[src/hw/rtl/gbfp_pkg.sv]
// Shared constants and types for the binary frame parser.
`default_nettype none

package gbfp_pkg;

    localparam logic [7:0]  SYNC_FIRST  = 8'hB5;
    localparam logic [7:0]  SYNC_SECOND = 8'h62;
    localparam logic [7:0]  CLASS_NAV   = 8'h01;
    localparam logic [7:0]  CLASS_ACK   = 8'h05;
    localparam logic [7:0]  CLASS_CFG   = 8'h06;

    localparam logic [15:0] MAX_LEN_RESET = 16'd256;

    // Frame positions held in the byte position counter.
    localparam logic [15:0] POS_HUNT     = 16'd0;
    localparam logic [15:0] POS_SYNC2    = 16'd1;
    localparam logic [15:0] POS_CLASS    = 16'd2;
    localparam logic [15:0] POS_ID       = 16'd3;
    localparam logic [15:0] POS_LEN_LSB  = 16'd4;
    localparam logic [15:0] POS_LEN_MSB  = 16'd5;
    localparam logic [15:0] POS_PAYLOAD  = 16'd6;

    typedef struct packed {
        logic       valid;
        logic [7:0] data;
    } gbfp_stage_t;

    typedef struct packed {
        logic        payload_valid;
        logic [15:0] payload_index;
        logic [7:0]  payload_byte;
        logic        frame_good;
        logic [7:0]  frame_class;
        logic [7:0]  frame_id;
        logic [15:0] frame_length;
    } gbfp_result_t;

endpackage

`default_nettype wire

[src/hw/rtl/gbfp_byte_if.sv]
// Received byte channel with valid/ready handshake.
`default_nettype none

interface gbfp_byte_if;
    logic       valid;
    logic       ready;
    logic [7:0] rx_byte;

    modport source (output valid, output rx_byte, input ready);
    modport sink   (input valid, input rx_byte, output ready);
endinterface

`default_nettype wire

[src/hw/rtl/gbfp_result_if.sv]
// Per-byte result channel with valid/ready handshake.
`default_nettype none

interface gbfp_result_if;
    logic        valid;
    logic        ready;
    logic        payload_valid;
    logic [15:0] payload_index;
    logic [7:0]  payload_byte;
    logic        frame_good;
    logic [7:0]  frame_class;
    logic [7:0]  frame_id;
    logic [15:0] frame_length;

    modport source (output valid, output payload_valid, output payload_index,
                    output payload_byte, output frame_good, output frame_class,
                    output frame_id, output frame_length, input ready);
    modport sink   (input valid, input payload_valid, input payload_index,
                    input payload_byte, input frame_good, input frame_class,
                    input frame_id, input frame_length, output ready);
endinterface

`default_nettype wire

[src/hw/rtl/gbfp_in_stage.sv]
// Input register that holds one received byte until the parser takes it.
`default_nettype none

module gbfp_in_stage
    import gbfp_pkg::*;
(
    input  wire logic        clk,
    input  wire logic        rst_n,
    input  wire logic        rx_valid,
    input  wire logic [7:0]  rx_data,
    output logic             rx_ready,
    input  wire logic        take,
    output gbfp_stage_t      stage
);

    logic       valid_reg;
    logic       valid_next;
    logic [7:0] data_reg;

    // The register is free when empty or when its byte leaves this cycle.
    assign rx_ready   = !valid_reg || take;
    assign valid_next = rx_ready ? rx_valid : valid_reg;

    always_ff @(posedge clk or negedge rst_n)
    begin
        if (!rst_n)
        begin
            valid_reg <= 1'b0;
        end
        else
        begin
            valid_reg <= valid_next;
        end
    end

    always_ff @(posedge clk)
    begin
        if (rx_valid && rx_ready)
        begin
            data_reg <= rx_data;
        end
    end

    assign stage.valid = valid_reg;
    assign stage.data  = data_reg;

    a_take_needs_byte: assert property (@(posedge clk) disable iff (!rst_n)
        take |-> valid_reg)
        else $error("parser took a byte from an empty input register");

    a_held_byte_kept: assert property (@(posedge clk) disable iff (!rst_n)
        valid_reg && !take |=> valid_reg && data_reg == $past(data_reg))
        else $error("unconsumed input byte was lost or overwritten");

    a_rx_ready_when_empty: assert property (@(posedge clk) disable iff (!rst_n)
        !valid_reg |-> rx_ready)
        else $error("empty input register refused a transfer");

endmodule

`default_nettype wire

[src/hw/rtl/gbfp_core.sv]
// Frame tracking state, Fletcher sums and the result register.
`default_nettype none

module gbfp_core
    import gbfp_pkg::*;
(
    input  wire logic         clk,
    input  wire logic         rst_n,
    input  wire logic         cfg_wr_en,
    input  wire logic [15:0]  cfg_wr_data,
    input  wire gbfp_stage_t  stage,
    output logic              take,
    output logic              res_valid,
    input  wire logic         res_ready,
    output gbfp_result_t      res
);

    logic [15:0]  max_len_reg;
    logic [15:0]  pos_reg;
    logic [15:0]  pos_next;
    logic [7:0]   sum_a_reg;
    logic [7:0]   sum_a_next;
    logic [7:0]   sum_b_reg;
    logic [7:0]   sum_b_next;
    logic [7:0]   class_reg;
    logic [7:0]   class_next;
    logic [7:0]   id_reg;
    logic [7:0]   id_next;
    logic [15:0]  len_reg;
    logic [15:0]  len_next;
    logic         res_valid_reg;
    logic         res_valid_next;
    gbfp_result_t res_reg;
    gbfp_result_t res_next;

    logic [7:0]   c;
    logic [16:0]  pos_wide;
    logic [16:0]  end_wide;
    logic [7:0]   acc_a;
    logic [7:0]   acc_b;
    logic [15:0]  len_full;
    logic [15:0]  pos_inc;
    logic         step_valid;
    logic [15:0]  step_index;
    logic         step_good;

    assign take           = stage.valid && (!res_valid_reg || res_ready);
    assign res_valid_next = take || (res_valid_reg && !res_ready);

    assign c        = stage.data;
    assign pos_wide = {1'b0, pos_reg};
    // The end of the payload is compared at 17 bits so that it cannot wrap.
    assign end_wide = {1'b0, len_reg} + 17'(POS_PAYLOAD);
    assign acc_a    = sum_a_reg + c;
    assign acc_b    = sum_b_reg + acc_a;
    assign len_full = {c, len_reg[7:0]};
    assign pos_inc  = pos_reg + 16'd1;

    always_comb
    begin
        pos_next   = pos_reg;
        sum_a_next = sum_a_reg;
        sum_b_next = sum_b_reg;
        class_next = class_reg;
        id_next    = id_reg;
        len_next   = len_reg;
        step_valid = 1'b0;
        step_index = 16'd0;
        step_good  = 1'b0;

        if (pos_reg == POS_HUNT || (pos_reg == POS_SYNC2 && c == SYNC_FIRST))
        begin
            pos_next   = (c == SYNC_FIRST) ? POS_SYNC2 : POS_HUNT;
            sum_a_next = 8'd0;
            sum_b_next = 8'd0;
        end
        else if (pos_reg == POS_SYNC2)
        begin
            pos_next = (c == SYNC_SECOND) ? POS_CLASS : POS_HUNT;
        end
        else if (pos_reg == POS_CLASS)
        begin
            if (c == CLASS_NAV || c == CLASS_ACK || c == CLASS_CFG)
            begin
                class_next = c;
                pos_next   = POS_ID;
                sum_a_next = acc_a;
                sum_b_next = acc_b;
            end
            else
            begin
                pos_next = POS_HUNT;
            end
        end
        else if (pos_reg == POS_ID)
        begin
            id_next    = c;
            pos_next   = POS_LEN_LSB;
            sum_a_next = acc_a;
            sum_b_next = acc_b;
        end
        else if (pos_reg == POS_LEN_LSB)
        begin
            len_next   = {8'd0, c};
            pos_next   = POS_LEN_MSB;
            sum_a_next = acc_a;
            sum_b_next = acc_b;
        end
        else if (pos_reg == POS_LEN_MSB)
        begin
            len_next = len_full;
            if (len_full > max_len_reg)
            begin
                pos_next = POS_HUNT;
            end
            else
            begin
                pos_next   = POS_PAYLOAD;
                sum_a_next = acc_a;
                sum_b_next = acc_b;
            end
        end
        else if (pos_wide < end_wide)
        begin
            step_valid = 1'b1;
            step_index = pos_reg - POS_PAYLOAD;
            pos_next   = pos_inc;
            sum_a_next = acc_a;
            sum_b_next = acc_b;
        end
        else if (pos_wide == end_wide)
        begin
            pos_next = (sum_a_reg == c) ? pos_inc : POS_HUNT;
        end
        else
        begin
            pos_next  = POS_HUNT;
            step_good = (sum_b_reg == c);
        end
    end

    always_comb
    begin
        res_next.payload_valid = step_valid;
        res_next.payload_index = step_index;
        res_next.payload_byte  = step_valid ? c : 8'd0;
        res_next.frame_good    = step_good;
        res_next.frame_class   = class_next;
        res_next.frame_id      = id_next;
        res_next.frame_length  = len_next;
    end

    always_ff @(posedge clk or negedge rst_n)
    begin
        if (!rst_n)
        begin
            max_len_reg   <= MAX_LEN_RESET;
            pos_reg       <= POS_HUNT;
            sum_a_reg     <= 8'd0;
            sum_b_reg     <= 8'd0;
            class_reg     <= 8'd0;
            id_reg        <= 8'd0;
            len_reg       <= 16'd0;
            res_valid_reg <= 1'b0;
        end
        else
        begin
            if (cfg_wr_en)
            begin
                max_len_reg <= cfg_wr_data;
            end
            if (take)
            begin
                pos_reg   <= pos_next;
                sum_a_reg <= sum_a_next;
                sum_b_reg <= sum_b_next;
                class_reg <= class_next;
                id_reg    <= id_next;
                len_reg   <= len_next;
            end
            res_valid_reg <= res_valid_next;
        end
    end

    always_ff @(posedge clk)
    begin
        if (take)
        begin
            res_reg <= res_next;
        end
    end

    assign res_valid = res_valid_reg;
    assign res       = res_reg;

    a_sums_clear_after_sync: assert property (@(posedge clk) disable iff (!rst_n)
        pos_reg == POS_SYNC2 |-> sum_a_reg == 8'd0 && sum_b_reg == 8'd0)
        else $error("Fletcher sums not cleared while waiting for second sync");

    a_good_returns_to_hunt: assert property (@(posedge clk) disable iff (!rst_n)
        take && step_good |=> pos_reg == POS_HUNT)
        else $error("parser did not return to the hunt after a good frame");

    a_payload_advances: assert property (@(posedge clk) disable iff (!rst_n)
        take && step_valid |=> pos_reg == $past(pos_reg) + 16'd1)
        else $error("payload byte did not advance the byte position");

    a_payload_not_good: assert property (@(posedge clk) disable iff (!rst_n)
        take |=> !(res_reg.payload_valid && res_reg.frame_good))
        else $error("one result flagged both a payload byte and a good frame");

endmodule

`default_nettype wire

[src/hw/rtl/gbfp_top_note.sv]
// Result-channel driver between the parser core and the result port.
`default_nettype none

module gbfp_res_drive
    import gbfp_pkg::*;
(
    input  wire logic     res_valid,
    input  wire gbfp_result_t res,
    output logic          res_ready,
    gbfp_result_if.source result
);

    // Unpacks the registered result word onto the channel fields.
    assign result.valid         = res_valid;
    assign result.payload_valid = res.payload_valid;
    assign result.payload_index = res.payload_index;
    assign result.payload_byte  = res.payload_byte;
    assign result.frame_good    = res.frame_good;
    assign result.frame_class   = res.frame_class;
    assign result.frame_id      = res.frame_id;
    assign result.frame_length  = res.frame_length;
    assign res_ready            = result.ready;

endmodule

`default_nettype wire

[src/hw/rtl/gnss_binary_frame_parser.sv]
// Top level of the framed binary message parser.
//
// Received bytes arrive one per transfer on rx_chan. Every byte yields exactly one
// transfer on result: payload bytes are flagged with their index within the payload,
// and the second checksum byte of a frame with matching Fletcher sums raises
// frame_good. Only classes 0x01, 0x05 and 0x06 are followed; other frames, bad sync,
// over-long lengths and bad checksums send the parser quietly back to the hunt for 0xB5 0x62.
// The user buffers payload bytes and commits them when frame_good is seen.
// cfg_wr_en/cfg_wr_data set the largest accepted payload length (256 after reset);
// write it only while no bytes are in flight.
// A byte taken into the input register is loaded into the result register when the core
// takes it and is offered on result from then on. Throughput: one byte every cycle while
// result is not stalled, set by the combinational state update between the two registers.
// Reset clears both valid flags and the frame state, so the parser starts hunting.
// When the receiver stalls, the result register holds its item and the input
// register absorbs one further byte; rx_chan.ready then drops until result moves.
`default_nettype none

module gnss_binary_frame_parser
    import gbfp_pkg::*;
(
    input  wire logic         clk,
    input  wire logic         rst_n,
    input  wire logic         cfg_wr_en,
    input  wire logic [15:0]  cfg_wr_data,
    gbfp_byte_if.sink         rx_chan,
    gbfp_result_if.source     result
);

    gbfp_stage_t  stage;
    gbfp_result_t res;
    logic         take;
    logic         rx_ready;
    logic         res_valid;
    logic         res_ready;

    assign rx_chan.ready = rx_ready;

    gbfp_in_stage u_in_stage (
        .clk      (clk),
        .rst_n    (rst_n),
        .rx_valid (rx_chan.valid),
        .rx_data  (rx_chan.rx_byte),
        .rx_ready (rx_ready),
        .take     (take),
        .stage    (stage)
    );

    gbfp_core u_core (
        .clk         (clk),
        .rst_n       (rst_n),
        .cfg_wr_en   (cfg_wr_en),
        .cfg_wr_data (cfg_wr_data),
        .stage       (stage),
        .take        (take),
        .res_valid   (res_valid),
        .res_ready   (res_ready),
        .res         (res)
    );

    gbfp_res_drive u_res_drive (
        .res_valid (res_valid),
        .res       (res),
        .res_ready (res_ready),
        .result    (result)
    );

endmodule

`default_nettype wire
[src/flat_wrapper.sv]
// flat-port wrapper written by rule: the top's interface ports become plain ports
module gnss_binary_frame_parser_flat import gbfp_pkg::*;
  (clk, rst_n, cfg_wr_en, cfg_wr_data, rx_chan_valid, rx_chan_rx_byte, rx_chan_ready, result_valid, result_payload_valid, result_payload_index, result_payload_byte, result_frame_good, result_frame_class, result_frame_id, result_frame_length, result_ready);
  gbfp_byte_if rx_chan_i ();
  gbfp_result_if result_i ();
  input  wire logic clk;
  input  wire logic rst_n;
  input  wire logic cfg_wr_en;
  input  wire logic [15:0] cfg_wr_data;
  input wire logic [$bits(rx_chan_i.valid)-1:0] rx_chan_valid;
  input wire logic [$bits(rx_chan_i.rx_byte)-1:0] rx_chan_rx_byte;
  output wire logic [$bits(rx_chan_i.ready)-1:0] rx_chan_ready;
  output wire logic [$bits(result_i.valid)-1:0] result_valid;
  output wire logic [$bits(result_i.payload_valid)-1:0] result_payload_valid;
  output wire logic [$bits(result_i.payload_index)-1:0] result_payload_index;
  output wire logic [$bits(result_i.payload_byte)-1:0] result_payload_byte;
  output wire logic [$bits(result_i.frame_good)-1:0] result_frame_good;
  output wire logic [$bits(result_i.frame_class)-1:0] result_frame_class;
  output wire logic [$bits(result_i.frame_id)-1:0] result_frame_id;
  output wire logic [$bits(result_i.frame_length)-1:0] result_frame_length;
  input wire logic [$bits(result_i.ready)-1:0] result_ready;
  assign rx_chan_i.valid = rx_chan_valid;
  assign rx_chan_i.rx_byte = rx_chan_rx_byte;
  assign rx_chan_ready = rx_chan_i.ready;
  assign result_valid = result_i.valid;
  assign result_payload_valid = result_i.payload_valid;
  assign result_payload_index = result_i.payload_index;
  assign result_payload_byte = result_i.payload_byte;
  assign result_frame_good = result_i.frame_good;
  assign result_frame_class = result_i.frame_class;
  assign result_frame_id = result_i.frame_id;
  assign result_frame_length = result_i.frame_length;
  assign result_i.ready = result_ready;
  gnss_binary_frame_parser u_core (.clk(clk), .rst_n(rst_n), .cfg_wr_en(cfg_wr_en), .cfg_wr_data(cfg_wr_data), .rx_chan(rx_chan_i), .result(result_i));
endmodule
[config.mk]
export PLATFORM = sky130hd
export DESIGN_NAME = gnss_binary_frame_parser_flat
export DESIGN_NICKNAME = d
export VERILOG_FILES = /design/src/hw/rtl/gbfp_pkg.sv /design/src/hw/rtl/gbfp_byte_if.sv /design/src/hw/rtl/gbfp_result_if.sv /design/src/hw/rtl/gbfp_in_stage.sv /design/src/hw/rtl/gbfp_core.sv /design/src/hw/rtl/gbfp_top_note.sv /design/src/hw/rtl/gnss_binary_frame_parser.sv /design/src/flat_wrapper.sv
export SDC_FILE = /design/constraint.sdc
export NUM_CORES = 1
export LEC_CHECK = 0
export BUFFER_PORTS_ARGS = -buffer_cell sky130_fd_sc_hd__buf_2
export CAP_MARGIN = 30
export CORE_ASPECT_RATIO = 1.5
export CORE_UTILIZATION = 30
export CTS_CLUSTER_SIZE = 25
export DETAILED_ROUTE_END_ITERATION = 8
export PLACE_DENSITY = 0.52
export SLEW_MARGIN = 20
export SYNTH_ARGS = -nofsm -noshare
export SYNTH_HDL_FRONTEND = slang
export SYNTH_SLANG_ARGS = --single-unit
[constraint.sdc]
create_clock -name clk -period 3.8 [get_ports clk]
set_input_delay 0.57 -clock clk [delete_from_list [all_inputs] [get_ports clk]]
set_output_delay 0.57 -clock clk [all_outputs]
set_load 0.01 [all_outputs]
==> results.toml <==
[detailed_routing]
vias_per_cell = 4.91
ant_nets = 0
wl_per_cell_um = 17.2
dr.pass1.iters = 4
drc_errors = 0
routed_wl_mm = 20.3
drtIter0Drc = 319
vias = 5804

[grt]
gr-usage-met3_pct = 2.82
use_met1_pct = 16.8
groute.layer.met2.usage_pct = 29.4
grt_pass1_vias = 5978
track_usage_pct = 15.6
grt_first_pass_wirelength_mm = 32.1
antenna_found_initial = 0
top_usage_layer = "met2"
overflow = 0
grt_max_degree = 54

[place]
dp_cells = 1149
routabilityCongestion = 0.822
port_buffers = 88
dp_hpwl_mm = 15.0
placed_cell_area_mm2 = 0.00903

[critical_path]
cp.required_ns = 4.11
crit_path_max_fanout = 22
cp-start-kind = "register"
crit_arrival_ns = 3.79
worst_r2r_path_depth = 17
cp-end-kind = "register"
crit_type = "register to register"
r2r-start = "u_core.u_core.len_reg[2]$_DFFE_PN0P_"
r2r-end = "u_core.u_core.pos_reg[15]$_DFFE_PN0P_"
r2r_slack_ns = 0.32

[layout]
area_delta_synth_final_pct = 19.9
largest_reg_flops = 58
design_area_mm2 = 0.00968
layout-drive-gt1-share_pct = 25.0
num_antenna_cells = 0
instances_no_fill = 1181
fin_nets = 914

[run_status]
status = "completed"

[synthesis]
async_flop_share_pct = 55.4
synthCells = 725
synth_ff_type = "dfrtp_1"
syn_area_mm2 = 0.00807
yosysWarnings = 0
post_synth_num_cell_types = 69
synth_fp_nets = 808
avgSynthCellArea_um2 = 11.1
ys_seq_elements = 148
seq_area_frac_synth_pct = 50.0
synth_edf_count = 66
synthTopCellsByCount = "dfrtp_1 (81), edfxtp_1 (66), nand2_1 (58)"
netlist.area_leader.share_pct = 25.1
yosysMostFrequentCell = "dfrtp_1"
synthTopCellsByArea = "dfrtp_1 (25%), edfxtp_1 (25%), ha_1 (8.1%)"
yosysTopAreaCell = "dfrtp_1"

[clock_tree]
cts_buffers = 17
clockBufferDepth = 2
cts_setup_buffers = 0
cts_tree = "done"
postCtsHoldBufs = 0
cts_root_buf = "clkbuf_16"
clock_sinks = 148
insertion_delay_ns = 0.44
cts.repair.resized = 0
clkSlewWorstSetupHoldPaths_ns = 0.06
cts_htree_levels = 4

[power]
p_total_uw = 7520
leakage_uw = 0.00430
ir_worst_vdd_mv = 0.387
p_per_area_mw_per_mm2 = 777

[floorplanning]
die_area_mm2 = 0.0276
die_h_um = 203
rows = 73
initial_core_util_pct = 30.5
fp.dieW_um = 136
ioPinCount = 89
core_area_mm2 = 0.0265

[flow_run]
drv_cap = 0

[timing]
skew_ns = 0.0111
slew_headroom_pct = 52.0
period_minus_slack_ns = 3.48
fin_crit_sh_pct = 91.5
rsz0062_at_grt = "false"
max_freq_mhz = 288
tightestPinTransition_ns = 0.721
setup_viol = 0
hold_violations = 0
fin_setup_tns_ns = 0
slew_violations = 0

[worst_hold_path]
hold_path.class = "input pin to async pin"
[layout make-up]
class | instances | area [um^2]
Sequential cell | 148 | 4040
Multi-Input combinational cell | 510 | 3790
Fill cell | 2672 | 16800
Timing Repair Buffer | 121 | 691
Inverter | 33 | 125
Tap cell | 337 | 422
Clock inverter | 11 | 149
Clock buffer | 21 | 472
[layout by cell type (no fill, tap or decap), types with 3 or more instances in the layout]
cell type	instances
clkinv_2	3
a21oi_1	31
a31oi_1	10
nor3_1	15
nor2_1	42
nor4_1	7
ha_1	52
o41ai_1	3
clkbuf_16	18
dfrtp_1	81
bufinv_16	3
nor2b_1	10
o31ai_1	3
xor2_1	24
buf_4	34
and3_1	16
nand4_1	7
edfxtp_1	66
inv_1	32
a211o_1	3
nand3_1	18
o21bai_1	3
and2_1	7
a22o_1	25
nand3b_1	3
buf_2	87
nand2_1	58
a211oi_1	5
nand2b_1	13
mux2_2	33
mux2_4	8
or3_1	4
a21o_1	7
clkinvlp_4	3
o21ai_0	37
xnor2_1	25
[where the power goes]
part	leakage, uW	internal [uW]	total, uW	switching [uW]
Clock	0.000295	1090	1770	676
Sequential	0.00171	2200	2510	305
Combinational	0.00230	1460	3250	1790
Total	0.00430	4750	7520	2780
[per-stage QoR]
step | hold slack, ns | utilization (%) | setup slack, ns
2_1_floorplan | 0.274 | - | 0.407
3_3_place_gp | 0.462 | 34.1 | 0.145
3_5_place_dp | 0.463 | 34.1 | 0.0211
4_1_cts | 0.212 | 36.4 | 0.00181
5_1_grt | 0.233 | 36.6 | 0.0147
6_report | 0.185 | 36.6 | 0.323
[critical path: stages, from the launching register on]
cell and delay, ns:
dfrtp_1 0.40, inv_1 0.07, ha_1 0.21, nor2_2 0.16, nand2_1 0.11, nor2_4 0.16, nand3_1 0.10, xor2_1 0.16
ha_1 0.29, nand3_1 0.17, nor4_4 0.33, o31a_1 0.18, a211oi_1 0.06, buf_4 0.17, o211a_1 0.22, buf_4 0.21
a21o_1 0.17, a22o_1 0.18
[metal layers]
layer,vias up,share of wire [%]
li1,2837,-
met1,2834,39
met2,106,56
met3,27,2.9
met4,0,2.5
met5,-,0
[cells by family (layout without fill, tap and decap cells)]
logic type	Yosys count	after routing	share of synthesized area, %
simple gates	220	220	14.5
mux	42	42	6.22
xor+xnor	49	49	5.32
compound gates	145	145	12.0
flops	148	148	50.0
fa+ha+maj	54	54	8.56
buf+inv	67	186	3.50
[how the worst max path moves through the flow]
stage	startpoint	to	slack [ns]	cells past startpoint
final	u_core.u_core.len_reg[2]$_DFFE_PN0P_	u_core.u_core.pos_reg[15]$_DFFE_PN0P_	0.32	17
after global routing	u_core.u_core.len_reg[2]$_DFFE_PN0P_	u_core.u_core.pos_reg[15]$_DFFE_PN0P_	0.01	17
after CTS	u_core.u_core.len_reg[2]$_DFFE_PN0P_	u_core.u_core.sum_a_reg[7]$_DFFE_PN0P_	0.002	15
after detailed placement	u_core.u_core.len_reg[2]$_DFFE_PN0P_	u_core.u_core.sum_a_reg[7]$_DFFE_PN0P_	0.02	15
after global placement	u_core.u_core.len_reg[2]$_DFFE_PN0P_	u_core.u_core.sum_b_reg[5]$_DFFE_PN0P_	0.14	15
after floorplan	u_core.u_core.len_reg[1]$_DFFE_PN0P_	u_core.u_core.sum_b_reg[1]$_DFFE_PN0P_	0.41	17
No activity file was read; power rests on OpenSTA's default activity.
